[src/hdl/sus_pkg.sv]
// Shared types and constants for the sorted unique set engine.
// No dependencies; every other file in hdl uses this package.
package sus_pkg;

	localparam int CAPACITY_DEFAULT = 64;

	localparam int MODE_W   = 2;
	localparam int VALUE_W  = 32;
	localparam int INDEX_W  = 6;
	localparam int COUNT_W  = 7;
	localparam int STATUS_W = 2;

	localparam logic signed [VALUE_W-1:0] MOST_NEG = {1'b1, {(VALUE_W-1){1'b0}}};

	typedef enum logic [MODE_W-1:0] {
		MODE_INSERT   = 2'd0,
		MODE_REMOVE   = 2'd1,
		MODE_CONTAINS = 2'd2,
		MODE_READ     = 2'd3
	} mode_t;

	typedef enum logic [STATUS_W-1:0] {
		STATUS_OK        = 2'd0,
		STATUS_DUPLICATE = 2'd1,
		STATUS_FULL      = 2'd2,
		STATUS_BAD_INDEX = 2'd3
	} status_t;

	typedef enum logic [1:0] {
		S_IDLE,
		S_CMP,
		S_APPLY
	} state_t;

	typedef struct packed {
		logic load;
		logic cmp;
		logic commit;
	} cmd_t;

endpackage

[src/hdl/sus_ctrl.sv]
// Controller of the sorted unique set engine: sequences load, compare, commit.
// Depends on sus_pkg for the state and command types.
module sus_ctrl (
	input  logic          clk,
	input  logic          arst_n,
	input  logic          in_valid,
	output logic          in_ready,
	output logic          out_valid,
	input  logic          out_ready,
	output sus_pkg::cmd_t cmd
);

	sus_pkg::state_t state_q;
	sus_pkg::state_t state_d;
	logic            out_valid_q;

	always_ff @(posedge clk or negedge arst_n) begin
		if (!arst_n) begin
			state_q     <= sus_pkg::S_IDLE;
			out_valid_q <= 1'b0;
		end else begin
			state_q <= state_d;
			if (cmd.commit) begin
				out_valid_q <= 1'b1;
			end else if (out_ready) begin
				out_valid_q <= 1'b0;
			end
		end
	end

	always_comb begin
		state_d    = state_q;
		in_ready   = 1'b0;
		cmd.load   = 1'b0;
		cmd.cmp    = 1'b0;
		cmd.commit = 1'b0;
		case (state_q)
			sus_pkg::S_IDLE: begin
				in_ready = 1'b1;
				if (in_valid) begin
					cmd.load = 1'b1;
					state_d  = sus_pkg::S_CMP;
				end
			end
			sus_pkg::S_CMP: begin
				cmd.cmp = 1'b1;
				state_d = sus_pkg::S_APPLY;
			end
			sus_pkg::S_APPLY: begin
				// hold until the output register is free
				if (!out_valid_q || out_ready) begin
					cmd.commit = 1'b1;
					in_ready   = 1'b1;
					if (in_valid) begin
						cmd.load = 1'b1;
						state_d  = sus_pkg::S_CMP;
					end else begin
						state_d = sus_pkg::S_IDLE;
					end
				end
			end
			default: begin
				state_d = sus_pkg::S_IDLE;
			end
		endcase
	end

	assign out_valid = out_valid_q;

endmodule

[config.mk]
export PLATFORM = sky130hd
export DESIGN_NAME = sus_ctrl
export DESIGN_NICKNAME = d
export VERILOG_FILES = /design/src/hdl/sus_pkg.sv /design/src/hdl/sus_ctrl.sv
export SDC_FILE = /design/constraint.sdc
export NUM_CORES = 1
export LEC_CHECK = 0
export BUFFER_PORTS_ARGS = -buffer_cell sky130_fd_sc_hd__buf_2
export CAP_MARGIN = 20
export CORE_AREA = 5 5 42 44
export CTS_BUF_LIST = sky130_fd_sc_hd__clkbuf_8
export DETAILED_ROUTE_END_ITERATION = 6
export DIE_AREA = 0 0 47 49
export SYNTH_ARGS = -nofsm -noshare
export SYNTH_HDL_FRONTEND = slang
export SYNTH_SLANG_ARGS = --single-unit
[constraint.sdc]
create_clock -name clk -period 1.5 [get_ports clk]
set_input_delay 0.075 -clock clk [delete_from_list [all_inputs] [get_ports clk]]
set_output_delay 0.075 -clock clk [all_outputs]
set_load 0.05 [all_outputs]
* Yosys cells after proc, flatten, opt, wreduce, memory -nomap -nowiden
Cells that the tools add are included.
** Cells by class
- Multipliers :: 0
- Bitwise gates (word level) :: 0
- Reductions and logical operators :: 5
- Add/sub/neg operators :: 0
- $lt $le $gt $ge :: 0
- Muxes and demuxes :: 13
- Equal/unequal tests :: 4
- Shift-type cells :: 0
- Div/mod/pow operators :: 0
** Operator list (count)
- $mux W1 :: 8
- $pmux W2 S3 :: 1
- $mux W2 :: 2
- $ne A2 B2 Y1 const B :: 2
- $pmux W1 S2 :: 2
- $eq A2 B1 Y1 const B :: 1
- $eq A2 B2 Y1 const B :: 1
- $logic_not A2 Y1 :: 1
- $reduce_and A2 Y1 :: 1
- $reduce_bool A2 Y1 :: 1
- $logic_not A1 Y1 :: 1
- $logic_or A1 B1 Y1 :: 1
** Storage, ports and cells
- Memories kept :: 0
- Input port bits :: 4
- Output and inout port bits :: 5
- Bits in writable memories :: 0
- ROM bits :: 0
- Logic and storage cells :: 24
- Latch bits :: 0
- Bits in registers :: 3

* Depth between registers and ports, before layout
- Depth after elaboration :: 5
- Mapped depth :: 2
- Gate-level depth less buffers :: 2

* Worst setup path before layout
Ideal clock, no wire load.
- Kind :: reg2out
- Start point :: register out_valid_q (netlist: out_valid)
- End point :: output cmd[2] (netlist bit)
- Slack :: -0.171 ns
- Path buffers :: 0
- Stages on the path, launching flop included :: 3
- Arrival time :: 1.596 ns
- Path through :: dfrtp_1 > nor2b_2 > a21oi_1
** RTL lines
- from (decl) :: RTL line sus_ctrl.sv:15 : logic out_valid_q;
- from (signal assigned) :: RTL line sus_ctrl.sv:20 : out_valid_q <= 1'b0;
- from (signal assigned) :: RTL line sus_ctrl.sv:24 : out_valid_q <= 1'b1;
- from (signal assigned) :: RTL line sus_ctrl.sv:26 : out_valid_q <= 1'b0;
- to (decl) :: RTL line sus_ctrl.sv:10 : output sus_pkg::cmd_t cmd

==> qor.yml <==
run_status:
  status: "finished clean"
worst_setup_path:
  path_buf_inv: 1
  cp-start-kind: "flop"
  worst_path_max_delay_cell: "dfrtp_1"
  cp-end-kind: "output port"
  arrival_ps: 1180
  critical_path_class: "reg -> out"
  worstPathMaxFanout: 4
  path_cells: "nor2b_2 -> a21oi_1 -> buf_2"
  cp.required_ps: 1420
  cpLargestDelayFamily: "flip-flops"
  crit_path_max_incr_delay_ps: 370
sta:
  fin_crit_ps: 1250
  rsz0062_at_grt: "false"
  worstMarginPinSlew_ps: 254
  slew_viol_final: 0
  hold_violations: 0
  fin_skew_ps: 0.339
  period_share: 0.837
  relSlewSlack: 0.832
  fmax_mhz: 797
  finalSetupViolCount: 0
drt:
  via_per_inst: 3.33
  vias: 143
  wl_per_cell_um: 8.51
  totalWireLength_um: 366
  ant_nets: 0
  drt_iter0_drc: 2
  drc: 0
  drtPass1Iterations: 2
clock_tree:
  cts_hold_buffers: 1
  cts_buffer_depth: 2
  cts_root_buf: "clkbuf_8"
  post_cts_buffers: 0
  htreeDepth: 1
  cts_buffers: 3
  clock-sinks: 3
  insertion_delay_ps: 210
  cts_resized: 0
  cts_tree: "built"
  cts.clk_slew.worst_paths_ps: 30
floorplanning:
  die_h_um: 49
  row_count: 14
  initial_core_util: 0.104
  design.die.area_mm2: 0.00230
  coreArea_mm2: 0.00140
  dieWidth_um: 47
  ios: 9
final_layout:
  instances_no_fill: 43
  post-route-util: 0.181
  final_common_cell: "buf_2"
  layout.nets: 32
  final_layout_size_suffix_gt1_frac: 0.444
  area_growth_pct: 73.5
  diodes: 0
  final_cell_mix: "8 x buf_2, 3 x nand2b_1, 3 x a21oi_1, 3 x clkbuf_8, 3 x dfrtp_1"
global_route:
  grt_pass1_vias: 161
  antenna_found_initial: 0
  grt_pass1_wl_um: 634
  grt_start_max_net_pins: 6
  grt_overflow: 0
  grt_use_total: 0.0452
logic_synthesis:
  yosysTopAreaCell: "dfrtp_1"
  netlist_instances: 15
  synth_top_area_share: 0.513
  ys_warn_count: 0
  syn_area_um2: 146
  synth_fp_nets: 19
  ys_seq_area_frac: 0.513
  syn_area_per_cell_um2: 9.76
  synth_cell_types: 9
  synth.area.top_cells: "dfrtp_1 51%, nand2b_1 13%, a21oi_1 10%"
  synth-seq-cells: 3
place:
  port_buffers: 8
  dp.cells: 38
  gp_congestion: 0.595
power:
  power_density_mw_per_mm2: 1720
  power_leakage_uw: 0.000131
  ir_drop_v: 0.000384
run:
  maxCapViolations: 0
hold_path:
  worstHoldPathType: "in -> reg"
## cells by family after synthesis
family	after synthesis	synth area share
AND/OR/NAND/NOR	7	0.282
flip-flops	3	0.513
buffers and inverters	1	0.0513
AO/OA/AOI/OAI	4	0.154
## power by group
part	internal [uW]	switching, uW
sequential	92.6	8.47
clock	174	49.1
combinational	29.1	84.0
## stage by stage
| stage | total power, uW | cell area [um^2] | hold slack [ps] | worst slack [ps] | setup TNS [ps] |
|---|---|---|---|---|---|
| 3_3_place_gp | 214 | 199 | -127 | 475 | 0 |
| 4_1_cts | 448 | 254 | 131 | 233 | 0 |
| 3_5_place_dp | 215 | 199 | -125 | 466 | 0 |
| 6_report | 437 | 254 | 136 | 245 | 0 |
| 2_1_floorplan | 191 | 146 | -221 | -171 | -386 |
| 5_1_grt | 465 | 254 | 162 | 169 | 0 |
## per-layer routing
layer | track usage | vias to the layer above | wire length, um
met2 | 0.0588 | 3 | 219
met1 | 0.0332 | 67 | 109
met5 | 0 | - | 0
met4 | 0.0553 | 0 | 0
li1 | - | 73 | -
met3 | 0.0406 | 0 | 37
## path summary, 6_finish.rpt
path                         endpoint  depth (start not counted)        from  slack, ps
setup reg to reg           state_q[1]                          2  state_q[0]        700
hold / removal             state_q[0]                          3    in_valid        140
max in group asynchronous  state_q[0]                          2      arst_n       1200
setup / recovery               cmd[2]                          3   out_valid        250
hold reg to reg             out_valid                          2   out_valid        510
min in group asynchronous  state_q[1]                          2      arst_n        190
## cell usage after synthesis
cell / count
nor2b_2: 1
buf_4: 1
a21oi_1: 3
nor2b_1: 1
dfrtp_1: 3
nand2_1: 1
nand2b_1: 3
o21bai_1: 1
nor2_1: 1
## worst register-to-register path, cell delays in order, from the launching register on
cell and delay [ps]:
dfrtp_1 380, nor2b_1 140, o21bai_1 160
## registers in the layout, summed over array words and instances, names as in the netlist
signal     flops
out_valid      1
state_q        2
## layout make-up
cell class	count	area [um^2]
clock inverters	1	3.75
clock buffers	3	41.3
fillers	174	1150
flip-flops and latches	3	75.1
repair buffers	9	50.0
well taps	16	20.0
multi-input cells	11	63.8
Power figures use the tool's default switching activity.
